===== config.mk =====
export PLATFORM = sky130hd
export DESIGN_NAME = idle_state_governor_core
export DESIGN_NICKNAME = d
export VERILOG_FILES = /design/src/design/isg_pkg.sv /design/src/design/isg_addsub.sv /design/src/design/idle_state_governor_core.sv
export SDC_FILE = /design/constraint.sdc
export NUM_CORES = 2
export LEC_CHECK = 0
export ABC_CLOCK_PERIOD_IN_PS = 13000
export BUFFER_PORTS_ARGS = -buffer_cell sky130_fd_sc_hd__buf_2
export CORE_ASPECT_RATIO = 1.5
export CORE_MARGIN = 1.5
export CORE_UTILIZATION = 60
export CTS_BUF_LIST = sky130_fd_sc_hd__clkbuf_16
export DETAILED_ROUTE_END_ITERATION = 12
export PLACE_DENSITY_LB_ADDON = 0.12
export SLEW_MARGIN = 20
export SYNTH_ARGS = -nofsm -noshare
export SYNTH_HDL_FRONTEND = slang
export SYNTH_SLANG_ARGS = --single-unit

===== constraint.sdc =====
create_clock -name clk -period 13 [get_ports clk]
set_input_delay 1.3 -clock clk [delete_from_list [all_inputs] [get_ports clk]]
set_output_delay 1.3 -clock clk [all_outputs]
set_load 0.05 [all_outputs]

===== src/design/isg_pkg.sv =====
// Shared types, constants and helper functions of the idle state governor.
// Used by isg_addsub and idle_state_governor_core; depends on nothing.
package isg_pkg;

  // Default number of histogram bins.
  localparam int ISG_MAX_STATES = 4;
  // Number of states that have residency and exit latency registers.
  localparam int NREGS = 4;
  // Width of the state loop counter (holds the state count itself).
  localparam int CNT_W = 3;
  localparam int BIN_W = 16;
  localparam logic [BIN_W:0] PULSE   = 17'd1024;
  localparam logic [BIN_W:0] BIN_MAX = 17'd65535;
  localparam int DECAY_SHIFT = 3;
  localparam logic [31:0] MIN_PROMO_RES = 32'd200000;

  // Register indexes on the configuration port.
  localparam logic [2:0] REG_NUM_STATES = 3'd0;
  localparam logic [2:0] REG_RES_LAST   = 3'd3;

  // Stretch phase: no stretch, resident in a state, promoted stretch goes on.
  localparam logic [1:0] PHASE_NONE     = 2'd0;
  localparam logic [1:0] PHASE_RESIDENT = 2'd1;
  localparam logic [1:0] PHASE_CONT     = 2'd2;

  // Sequencer states.
  typedef enum logic [4:0] {
    S_IDLE, S_LEN, S_ELAP, S_REM, S_DEEP, S_SUM, S_SPLIT, S_BACK, S_PROMO,
    S_ARM, S_PDL, S_DUE, S_EARLY, S_DUR, S_MEAS, S_MEAS2, S_SCAN, S_HSUM,
    S_HCMP, S_BUMP, S_FIN
  } isg_state_t;

  // One operation for the shared 64-bit adder/subtractor.
  typedef struct packed {
    logic        sub;
    logic [63:0] a;
    logic [63:0] b;
  } isg_op_t;

  // Decay by one eighth; small values drop to zero.
  function automatic logic [BIN_W-1:0] shrink(input logic [BIN_W-1:0] m);
    logic [BIN_W-1:0] d;
    d = m >> DECAY_SHIFT;
    return (d != '0) ? m - d : '0;
  endfunction

  // Add one pulse, saturating.
  function automatic logic [BIN_W-1:0] bump(input logic [BIN_W-1:0] m);
    logic [BIN_W:0] v;
    v = {1'b0, m} + PULSE;
    return (v > BIN_MAX) ? BIN_MAX[BIN_W-1:0] : v[BIN_W-1:0];
  endfunction

  // 32-bit r <= 64-bit v.
  function automatic logic le64(input logic [31:0] r, input logic [63:0] v);
    return (v[63:32] != '0) || (r <= v[31:0]);
  endfunction

  // 2*r <= v, r 32-bit, v 64-bit.
  function automatic logic dbl_le64(input logic [31:0] r, input logic [63:0] v);
    return (v[63:33] != '0) || ({r, 1'b0} <= v[32:0]);
  endfunction

endpackage


===== src/design/isg_addsub.sv =====
// Shared 64-bit adder/subtractor of the idle state governor sequencer.
// Depends on isg_pkg for the operation struct.
module isg_addsub
  import isg_pkg::*;
(
  input  isg_op_t     op,
  output logic [63:0] res,
  output logic        co    // carry out on add, borrow on subtract
);

  logic [64:0] sum;

  // a + b, or a + ~b + 1 for a - b
  assign sum = {1'b0, op.a} + {1'b0, (op.sub ? ~op.b : op.b)} + {64'd0, op.sub};
  assign res = sum[63:0];
  assign co  = op.sub ? ~sum[64] : sum[64];

endmodule


===== src/design/idle_state_governor_core.sv =====
// Idle state governor: per-entry idle state choice with decaying histograms.
// Depends on isg_pkg and isg_addsub.
//
// Usage:
//   Input words arrive on in_* (tuser = func: 0 idle entry, 1 wakeup).
//   Every input word yields exactly one result word on out_*.
//   The user writes configuration through cfg_we/cfg_addr/cfg_wdata only while idle (not enforced).
// Sequencing:
//   One word is worked on at a time; in_tready is high only when the
//   sequencer is idle. All 64-bit arithmetic runs through one shared
//   adder/subtractor and the bins are visited one per cycle. The next word
//   is taken in the cycle after the result is registered.
// Reset:
//   rst_n (synchronous) clears the bins, the stretch state and the
//   configuration (one state in use, all residencies and latencies zero).
// Back-pressure:
//   The result sits in an output register; the next word is accepted while
//   it waits, and that word's result is held back until the register frees.
module idle_state_governor_core
  import isg_pkg::*;
#(
  parameter int MAX_STATES = ISG_MAX_STATES
) (
  input  logic         clk,
  input  logic         rst_n,
  // input stream
  input  logic         in_tvalid,
  output logic         in_tready,
  input  logic [135:0] in_tdata,  // now[63:0], deadline_valid[64],
                                  // deadline[128:65], scheduling_away[129], 0
  input  logic         in_tuser,  // func
  // result stream
  output logic         out_tvalid,
  input  logic         out_tready,
  output logic [71:0]  out_tdata, // selected_state[1:0], promotion_armed[2],
                                  // promotion_deadline[66:3],
                                  // promotion_cancelled[67], stretch_closed[68], 0
  // configuration
  input  logic         cfg_we,
  input  logic [2:0]   cfg_addr,
  input  logic [31:0]  cfg_wdata
);

  localparam int CAP   = (MAX_STATES < NREGS) ? MAX_STATES : NREGS;
  localparam int IDX_W = $clog2(MAX_STATES);

  // configuration registers
  logic [2:0]  num_states_r;
  logic [31:0] residency_r [NREGS];
  logic [31:0] exit_lat_r [NREGS];

  // histogram bins
  logic [BIN_W-1:0] hit_r [MAX_STATES];
  logic [BIN_W-1:0] icp_r [MAX_STATES];
  logic [BIN_W-1:0] hit_nxt [MAX_STATES];
  logic [BIN_W-1:0] icp_nxt [MAX_STATES];

  // sequencer
  isg_state_t state_r, state_nxt;
  logic [CNT_W-1:0] cnt_r, cnt_nxt;

  // captured input word
  logic [63:0] now_r, dl_r;
  logic        dv_r, away_r;

  // stretch state
  logic [1:0]  phase_r, phase_nxt;
  logic [1:0]  entered_r, entered_nxt;
  logic [63:0] start_r, start_nxt;
  logic [63:0] len_r, len_nxt;
  logic        pending_r, pending_nxt;
  logic [63:0] offset_r, offset_nxt;

  // working registers
  logic [63:0] elapsed_r, elapsed_nxt;
  logic [63:0] rem_r, rem_nxt;
  logic        elok_r, elok_nxt;
  logic [63:0] meas_r, meas_nxt;
  logic [63:0] tmp_r, tmp_nxt;
  logic        carry_r, carry_nxt;
  logic [CNT_W-1:0] ts_r, ts_nxt;
  logic [CNT_W-1:0] sel_r, sel_nxt;
  logic [19:0] total_r, total_nxt;
  logic [17:0] hsum_r, hsum_nxt;
  logic [17:0] isum_r, isum_nxt;
  logic [17:0] part_r, part_nxt;
  logic [BIN_W-1:0] imax_r, imax_nxt;
  logic [CNT_W-1:0] imax_at_r, imax_at_nxt;
  logic [CNT_W-1:0] tbin_r, tbin_nxt;
  logic [CNT_W-1:0] dbin_r, dbin_nxt;

  // pending result
  logic        r_armed_r, r_armed_nxt;
  logic [63:0] r_pdl_r, r_pdl_nxt;
  logic        r_canc_r, r_canc_nxt;
  logic        r_closed_r, r_closed_nxt;

  // output register
  logic        out_valid_r;
  logic [71:0] out_data_r;

  // shared unit
  isg_op_t     op;
  logic [63:0] au_res;
  logic        au_co;

  isg_addsub u_addsub (
    .op  (op),
    .res (au_res),
    .co  (au_co)
  );

  // derived values
  logic [CNT_W-1:0] n_act;
  logic [31:0]      res_cur;
  logic [63:0]      el64;
  logic [BIN_W-1:0] hit_cur, icp_cur;
  logic             in_acc, slot_free, loop_end;
  logic [17:0]      part_add;
  logic [20:0]      split_lhs, split_rhs;

  assign n_act = (num_states_r == '0) ? CNT_W'(1) :
                 (num_states_r > CNT_W'(CAP)) ? CNT_W'(CAP) : num_states_r;
  assign res_cur = ((cnt_r != '0) && (cnt_r < CNT_W'(NREGS))) ?
                   residency_r[cnt_r[1:0]] : 32'd0;
  assign el64     = {32'd0, exit_lat_r[entered_r]};
  assign hit_cur  = hit_r[cnt_r[IDX_W-1:0]];
  assign icp_cur  = icp_r[cnt_r[IDX_W-1:0]];
  assign in_acc   = in_tvalid && in_tready;
  assign slot_free = !out_valid_r || out_tready;
  assign loop_end = (cnt_r >= n_act);
  assign part_add = part_r + {2'd0, icp_cur};
  assign split_lhs = {2'd0, isum_r, 1'b0};
  assign split_rhs = {1'b0, total_r - {2'd0, hsum_r}};

  // handshake outputs
  assign in_tready  = (state_r == S_IDLE);
  assign out_tvalid = out_valid_r;
  assign out_tdata  = out_data_r;

  // shared unit operand select
  always_comb begin
    op = '{sub: 1'b1, a: now_r, b: start_r};
    unique case (state_r)
      S_LEN:   op = '{sub: 1'b1, a: dl_r, b: (phase_r == PHASE_CONT) ? start_r : now_r};
      S_ELAP:  op = '{sub: 1'b1, a: now_r, b: start_r};
      S_REM:   op = '{sub: 1'b1, a: len_r, b: elapsed_r};
      S_PDL:   op = '{sub: 1'b0, a: start_r, b: offset_r};
      S_DUE:   op = '{sub: 1'b0, a: start_r, b: offset_r};
      S_EARLY: op = '{sub: 1'b1, a: now_r, b: tmp_r};
      S_DUR:   op = '{sub: 1'b1, a: now_r, b: start_r};
      S_MEAS:  op = '{sub: 1'b1, a: elapsed_r, b: el64};
      S_MEAS2: op = '{sub: 1'b1, a: elapsed_r, b: el64 >> 1};
      S_HSUM:  op = '{sub: 1'b0, a: meas_r, b: el64 >> 1};
      S_HCMP:  op = '{sub: 1'b1, a: tmp_r, b: len_r};
      default: op = '{sub: 1'b1, a: now_r, b: start_r};
    endcase
  end

  // next state
  always_comb begin
    state_nxt = state_r;
    unique case (state_r)
      S_IDLE: begin
        if (in_acc) begin
          if (!in_tuser) state_nxt = S_LEN;
          else if (phase_r == PHASE_RESIDENT || phase_r == PHASE_CONT) state_nxt = S_DUE;
          else state_nxt = S_FIN;
        end
      end
      S_LEN:   state_nxt = S_ELAP;
      S_ELAP:  state_nxt = S_REM;
      S_REM:   state_nxt = (phase_r == PHASE_CONT) ? S_PROMO : S_DEEP;
      S_DEEP:  if (loop_end || !le64(res_cur, len_r)) state_nxt = S_SUM;
      S_SUM:   if (loop_end) state_nxt = S_SPLIT;
      S_SPLIT: state_nxt = (split_lhs <= split_rhs) ? S_ARM : S_BACK;
      S_BACK: begin
        if (({part_add, 1'b0} > {1'b0, isum_r} && cnt_r <= imax_at_r) || cnt_r == '0)
          state_nxt = S_ARM;
      end
      S_PROMO: if (loop_end) state_nxt = S_ARM;
      S_ARM: begin
        if (loop_end || (res_cur >= MIN_PROMO_RES && !le64(res_cur, elapsed_r) &&
                         dbl_le64(res_cur, len_r)))
          state_nxt = S_PDL;
      end
      S_PDL:   state_nxt = S_FIN;
      S_DUE:   state_nxt = S_EARLY;
      S_EARLY: state_nxt = (away_r || !pending_r || carry_r || au_co) ? S_DUR : S_FIN;
      S_DUR:   state_nxt = S_MEAS;
      S_MEAS:  state_nxt = au_co ? S_SCAN : S_MEAS2;
      S_MEAS2: state_nxt = S_SCAN;
      S_SCAN:  if (loop_end) state_nxt = S_HSUM;
      S_HSUM:  state_nxt = S_HCMP;
      S_HCMP:  state_nxt = S_BUMP;
      S_BUMP:  state_nxt = S_FIN;
      S_FIN:   if (slot_free) state_nxt = S_IDLE;
      default: state_nxt = S_IDLE;
    endcase
  end

  // datapath next values
  always_comb begin
    cnt_nxt = cnt_r;
    phase_nxt = phase_r;
    entered_nxt = entered_r;
    start_nxt = start_r;
    len_nxt = len_r;
    pending_nxt = pending_r;
    offset_nxt = offset_r;
    elapsed_nxt = elapsed_r;
    rem_nxt = rem_r;
    elok_nxt = elok_r;
    meas_nxt = meas_r;
    tmp_nxt = tmp_r;
    carry_nxt = carry_r;
    ts_nxt = ts_r;
    sel_nxt = sel_r;
    total_nxt = total_r;
    hsum_nxt = hsum_r;
    isum_nxt = isum_r;
    part_nxt = part_r;
    imax_nxt = imax_r;
    imax_at_nxt = imax_at_r;
    tbin_nxt = tbin_r;
    dbin_nxt = dbin_r;
    r_armed_nxt = r_armed_r;
    r_pdl_nxt = r_pdl_r;
    r_canc_nxt = r_canc_r;
    r_closed_nxt = r_closed_r;
    for (int i = 0; i < MAX_STATES; i++) begin
      hit_nxt[i] = hit_r[i];
      icp_nxt[i] = icp_r[i];
    end

    unique case (state_r)
      S_IDLE: begin
        if (in_acc) begin
          sel_nxt = '0;
          r_armed_nxt = 1'b0;
          r_pdl_nxt = '0;
          r_canc_nxt = 1'b0;
          r_closed_nxt = 1'b0;
        end
      end
      // sleep length from the stretch start (new stretch starts now)
      S_LEN: begin
        if (phase_r != PHASE_CONT) start_nxt = now_r;
        if (!dv_r) len_nxt = '1;
        else len_nxt = (!au_co && au_res != '0) ? au_res : '0;
      end
      S_ELAP: elapsed_nxt = au_res;
      S_REM: begin
        rem_nxt = au_res;
        elok_nxt = !au_co;
        cnt_nxt = CNT_W'(1);
        ts_nxt = '0;
        sel_nxt = '0;
      end
      // deepest state whose residency fits the sleep length
      S_DEEP: begin
        if (loop_end || !le64(res_cur, len_r)) begin
          cnt_nxt = '0;
          total_nxt = '0;
          hsum_nxt = '0;
          isum_nxt = '0;
          imax_nxt = '0;
          imax_at_nxt = '0;
        end else begin
          ts_nxt = cnt_r;
          cnt_nxt = cnt_r + 1'b1;
        end
      end
      // bin totals
      S_SUM: begin
        if (!loop_end) begin
          total_nxt = total_r + {4'd0, hit_cur} + {4'd0, icp_cur};
          if (cnt_r < ts_r) begin
            hsum_nxt = hsum_r + {2'd0, hit_cur};
            isum_nxt = isum_r + {2'd0, icp_cur};
            if (icp_cur >= imax_r) begin
              imax_nxt = icp_cur;
              imax_at_nxt = cnt_r;
            end
          end
          cnt_nxt = cnt_r + 1'b1;
        end
      end
      S_SPLIT: begin
        if (split_lhs <= split_rhs) begin
          sel_nxt = ts_r;
          cnt_nxt = ts_r + 1'b1;
          pending_nxt = 1'b0;
          offset_nxt = '0;
        end else begin
          cnt_nxt = ts_r - 1'b1;
          part_nxt = '0;
        end
      end
      // walk down accumulating intercepts
      S_BACK: begin
        part_nxt = part_add;
        sel_nxt = cnt_r;
        if (({part_add, 1'b0} > {1'b0, isum_r} && cnt_r <= imax_at_r) || cnt_r == '0) begin
          cnt_nxt = cnt_r + 1'b1;
          pending_nxt = 1'b0;
          offset_nxt = '0;
        end else begin
          cnt_nxt = cnt_r - 1'b1;
        end
      end
      // promoted stretch: deepest state past break-even that still fits
      S_PROMO: begin
        if (loop_end) begin
          cnt_nxt = sel_r + 1'b1;
          pending_nxt = 1'b0;
          offset_nxt = '0;
        end else begin
          if (le64(res_cur, elapsed_r) && elok_r && le64(res_cur, rem_r))
            sel_nxt = cnt_r;
          cnt_nxt = cnt_r + 1'b1;
        end
      end
      // first deeper state worth a promotion deadline
      S_ARM: begin
        if (!loop_end) begin
          if (res_cur >= MIN_PROMO_RES && !le64(res_cur, elapsed_r) &&
              dbl_le64(res_cur, len_r)) begin
            pending_nxt = 1'b1;
            offset_nxt = {32'd0, res_cur};
          end else begin
            cnt_nxt = cnt_r + 1'b1;
          end
        end
      end
      S_PDL: begin
        phase_nxt = PHASE_RESIDENT;
        entered_nxt = sel_r[1:0];
        r_armed_nxt = pending_r;
        r_pdl_nxt = pending_r ? au_res : '0;
      end
      // wakeup: was the promotion due yet
      S_DUE: begin
        tmp_nxt = au_res;
        carry_nxt = au_co;
      end
      S_EARLY: begin
        r_canc_nxt = pending_r;
        pending_nxt = 1'b0;
        offset_nxt = '0;
        if (away_r || !pending_r || carry_r || au_co) begin
          phase_nxt = PHASE_NONE;
          r_closed_nxt = 1'b1;
        end else begin
          phase_nxt = PHASE_CONT;
        end
      end
      S_DUR: elapsed_nxt = au_res;
      S_MEAS: begin
        if (au_co) meas_nxt = elapsed_r >> 1;
        cnt_nxt = '0;
        tbin_nxt = '0;
        dbin_nxt = '0;
      end
      S_MEAS2: meas_nxt = au_res;
      // decay every bin in use and find the timer and duration bins
      S_SCAN: begin
        if (!loop_end) begin
          hit_nxt[cnt_r[IDX_W-1:0]] = shrink(hit_cur);
          icp_nxt[cnt_r[IDX_W-1:0]] = shrink(icp_cur);
          if (le64(res_cur, len_r)) begin
            tbin_nxt = cnt_r;
            if (le64(res_cur, meas_r)) dbin_nxt = cnt_r;
          end
          cnt_nxt = cnt_r + 1'b1;
        end
      end
      S_HSUM: begin
        tmp_nxt = au_res;
        carry_nxt = au_co;
      end
      S_HCMP: begin
        carry_nxt = (dbin_r == tbin_r) && (carry_r || !au_co);
        cnt_nxt = ((dbin_r == tbin_r) && (carry_r || !au_co)) ? tbin_r : dbin_r;
      end
      S_BUMP: begin
        if (carry_r) hit_nxt[cnt_r[IDX_W-1:0]] = bump(hit_cur);
        else icp_nxt[cnt_r[IDX_W-1:0]] = bump(icp_cur);
      end
      default: ;
    endcase
  end

  // control and state registers
  always_ff @(posedge clk) begin
    if (!rst_n) begin
      state_r <= S_IDLE;
      cnt_r <= '0;
      phase_r <= PHASE_NONE;
      entered_r <= '0;
      start_r <= '0;
      len_r <= '0;
      pending_r <= 1'b0;
      offset_r <= '0;
      out_valid_r <= 1'b0;
      num_states_r <= 3'd1;
      for (int i = 0; i < NREGS; i++) begin
        residency_r[i] <= '0;
        exit_lat_r[i] <= '0;
      end
      for (int i = 0; i < MAX_STATES; i++) begin
        hit_r[i] <= '0;
        icp_r[i] <= '0;
      end
    end else begin
      state_r <= state_nxt;
      cnt_r <= cnt_nxt;
      phase_r <= phase_nxt;
      entered_r <= entered_nxt;
      start_r <= start_nxt;
      len_r <= len_nxt;
      pending_r <= pending_nxt;
      offset_r <= offset_nxt;
      for (int i = 0; i < MAX_STATES; i++) begin
        hit_r[i] <= hit_nxt[i];
        icp_r[i] <= icp_nxt[i];
      end
      // output word register
      if (state_r == S_FIN && slot_free) out_valid_r <= 1'b1;
      else if (out_tready) out_valid_r <= 1'b0;
      // configuration writes
      if (cfg_we) begin
        if (cfg_addr == REG_NUM_STATES) num_states_r <= cfg_wdata[2:0];
        else if (cfg_addr <= REG_RES_LAST) residency_r[cfg_addr[1:0]] <= cfg_wdata;
        else exit_lat_r[cfg_addr[1:0]] <= cfg_wdata;
      end
    end
  end

  // payload registers
  always_ff @(posedge clk) begin
    if (in_acc) begin
      now_r  <= in_tdata[63:0];
      dv_r   <= in_tdata[64];
      dl_r   <= in_tdata[128:65];
      away_r <= in_tdata[129];
    end
    elapsed_r <= elapsed_nxt;
    rem_r <= rem_nxt;
    elok_r <= elok_nxt;
    meas_r <= meas_nxt;
    tmp_r <= tmp_nxt;
    carry_r <= carry_nxt;
    ts_r <= ts_nxt;
    sel_r <= sel_nxt;
    total_r <= total_nxt;
    hsum_r <= hsum_nxt;
    isum_r <= isum_nxt;
    part_r <= part_nxt;
    imax_r <= imax_nxt;
    imax_at_r <= imax_at_nxt;
    tbin_r <= tbin_nxt;
    dbin_r <= dbin_nxt;
    r_armed_r <= r_armed_nxt;
    r_pdl_r <= r_pdl_nxt;
    r_canc_r <= r_canc_nxt;
    r_closed_r <= r_closed_nxt;
    if (state_r == S_FIN && slot_free)
      out_data_r <= {3'd0, r_closed_r, r_canc_r, r_pdl_r, r_armed_r, sel_r[1:0]};
  end

endmodule

==> metrics.md <==
| Metric | Value |
|---|---|
| RSZ-0062 raised after global routing | `no` |
| Yosys cell types | `between 90 and 100` |
| Vias in the first global route | `just over 50,000` |
| Layout Nets | `6,881` |
| TNS Setup | `0 ps` |
| Number of synthesized flops with an enable pin | `885` |
| Reg clk slew, reported paths | `70 ps` |
| Synthesis Warnings | `0` |
| Post-synth top cells | `edfxtp_1 (885), nand2_1 (717), a21oi_1 (522)` |
| Worst hold slack | `roughly 370 ps` |
| Final cell count without fillers | `7,782` |
| Synthesized area | `approximately 64,000 µm²` |
| Crit path top cell by count | `buf_4` |
| Yosys reg bits | `1,194` |
| Tot Pwr | `17.9 mW` |
| Layout Skew | `62.2 ps` |
| IO Pins | `roughly 250` |
| Worst VDD drop | `~280 µV` |
| Die W | `roughly 270 µm` |
| Clk root buf | `clkbuf_16` |
| First-pass GRT wire length | `302 mm` |
| Pwr per Cell Area | `254 nW/µm²` |
| I/O Buffers | `~240` |
| Pin count of the biggest net entering global routing | `between 150 and 200` |
| Setup crit end kind | `register` |
| Worst path cell trace | `nor3_2 -> and2_4 -> a21o_2 -> buf_4 -> a221oi_1 -> xnor2_1 -> fa_1 -> a21o_1 -> a221o_1 -> a211oi_2 -> o31ai_2 -> nand4_1 -> nand4b_1 -> a41oi_2 -> mux2_2 -> and2_1 -> clkinv_2 -> buf_4 -> a31oi_1 -> o41ai_1 -> a21oi_1` |
| Filler cell count in the final layout | `a little over 8,000` |
| Initial antenna violation count | `8` |
| Synth top area share | `0.415` |
| H-tree depth reported by CTS | `3` |
| Inserted Clock Buffers | `between 100 and 150` |
| Area growth syn-to-layout | `9.88%` |
| Die Footprint | `roughly 110,000 µm²` |
| Crit path DAT | `9690 ps` |
| Worst slew pin tran | `1170 ps` |
| Cell total after placement | `7,570` |
| Status | `complete, no violations` |
| Final period demand of the worst path | `a little over 9000 ps` |
| Routed vias | `between 50,000 and 60,000` |
| Routability cong. | `0.992` |
| Final setup vio count | `0` |
| Critical path class | `register to register` |
| Area leader, netlist | `edfxtp_1` |
| CTS tree | `built` |
| Vias per cell | `between 6 and 7` |
| Most common cell in the netlist | `edfxtp_1` |
| Worst Path Required | `between 10,000 and 15,000 ps` |
| Layout cells sized above 1 | `0.104` |
| Detailed Routing Iterations Pass 1 | `9` |
| Global router's overall resource usage | `0.369` |
| Die Ht | `403 µm` |
| Crit Path Max Fanout | `46` |
| Synth Area per Inst | `10.4 µm²` |
| Routed WL per cell | `~26 µm` |
| Later-pin clock latency in the skew report | `750 ps` |
| CP bufs+invs | `3` |
| Starting Density | `0.605` |
| Initial DRC count | `approximately 6,000` |
| Largest cells by area after synthesis | `edfxtp_1 (42%), dfxtp_1 (9.7%), ha_1 (7.9%), nand2_1 (4.2%), a21oi_1 (4.1%)` |
| Core area | `106,000 µm²` |
| Top delay family on crit path | `compound AO/OA/AOI/OAI gates` |
| Hold-fix buffers, CTS | `0` |
| Routed Wire Length | `around 200 mm` |
| P_leak | `around 27 nW` |
| Setup crit start kind | `register` |
| Number of routed nets with antenna violations | `0` |
| Setup Fix Bufs, Post-CTS | `0` |
| CTS sink cnt | `between 1,000 and 1,500` |
| Final hold vios | `0` |
| Max Cap Violations | `0` |
| Slowest CP cell | `buf_4` |
| Max Fclk | `110 MHz` |
| Slew HR | `0.213` |
| Max Transition Viols Final | `0` |
| Top_reg_cell synth | `edfxtp_1` |
| Clock Path Buffers | `3` |
| Asr flop ratio synth | `0` |
| Final Util | `0.665` |
| Remaining DRCs | `0` |
| HP Class | `register to register` |
| Post-CTS sizing | `0` |
| Final worst path period share | `0.697` |
| DP HPWL | `roughly 140 mm` |
| Grt ovf | `0` |
| FP Rows | `between 100 and 150` |
| Sequential share of the synthesized area | `0.512` |
| Mapped Cells | `6,135` |
| CP max stage delay | `between 700 and 800 ps` |
-- cell type report --
class | instances | area (µm²) | share of cell area
Tap cell | 1406 | 1760 | 0.0250
Clock inverter | 96 | 759 | 0.0108
Clock buffer | 115 | 2880 | 0.0409
Sequential cell | 1194 | 32800 | 0.466
Antenna cell | 1 | 2.50 | 0.0000356
Inverter | 434 | 1640 | 0.0234
Multi-Input combinational cell | 4221 | 28700 | 0.408
Timing Repair Buffer | 315 | 1810 | 0.0258
-- layout by cell type, fill, tap and decap left out, types with 120 or more instances in the layout --
master / netlist / routed
edfxtp_1: 885 / 885
a22oi_1: 283 / 283
buf_2: 22 / 240
ha_1: 402 / 402
nor2_1: 452 / 446
dfxtp_1: 309 / 306
nand3_1: 130 / 129
a21oi_1: 522 / 521
nand4_1: 174 / 174
xnor2_1: 120 / 120
nand2_1: 717 / 712
inv_1: 428 / 449
o21ai_0: 268 / 260
-- metal layers --
layer,track usage,wire [µm],up-vias
met3,0.0641,18600,809
met2,0.606,96300,2901
li1,-,-,22800
met5,0,30,-
met1,0.436,71800,24400
met4,0.271,16200,4
-- logic make-up after synthesis --
family,synth area share
AND/OR/NAND/NOR,0.137
flip-flops,0.512
XOR/XNOR,0.0235
buffers and inverters,0.0455
other,0.0000586
adder cells (fa/ha/maj),0.0867
multiplexers,0.0366
AO/OA/AOI/OAI,0.159
-- registers in the layout, summed over array words and instances (netlist names), 5 cells and up, named ones only --
name / cells
offset_r: 32
icp_r: 64
hsum_r: 18
elapsed_r: 64
residency_r: 128
now_r: 64
tmp_r: 64
rem_r: 64
isum_r: 18
r_pdl_r: 64
part_r: 18
hit_r: 64
len_r: 64
total_r: 20
exit_lat_r: 128
state_r: 5
out_tdata: 69
dl_r: 64
imax_r: 16
meas_r: 64
start_r: 64
-- worst reg2reg max path, delay by kind of cell, from the launching register on --
kind / cells / cell delay, ps
fa+ha+maj: 1 / 460
simple gates: 5 / 2220
compound gates: 10 / 3270
buf+inv: 3 / 1820
xor+xnor: 1 / 210
mux: 1 / 370
flops: 1 / 590
-- stage by stage --
| step | cell area, µm² | setup WS [ps] |
|---|---|---|
| floorplan | 64100 | 1520 |
| global placement | 66700 | 4460 |
| detailed placement | 66700 | 4380 |
| CTS | 70300 | 4350 |
| global route | 70300 | 3870 |
| finish | 70300 | 3940 |
-- report_power, final --
group,switching [mW],internal (mW)
registers,0.419,5.34
clock network,1.49,1.79
logic,6.27,2.57
total,8.18,9.69
-- path summary, 6_finish.rpt --
kind / to / cells after the start / slack (ps) / from
worst min register to register: out_tdata[32] / 0 / 370 / r_pdl_r[29]
worst max-delay path: state_r[0] / 21 / 3940 / state_r[2]
worst max register to register: state_r[0] / 21 / 3940 / state_r[2]
worst min-delay path: out_tdata[32] / 0 / 370 / r_pdl_r[29]
(Power assumes the default switching activity.)
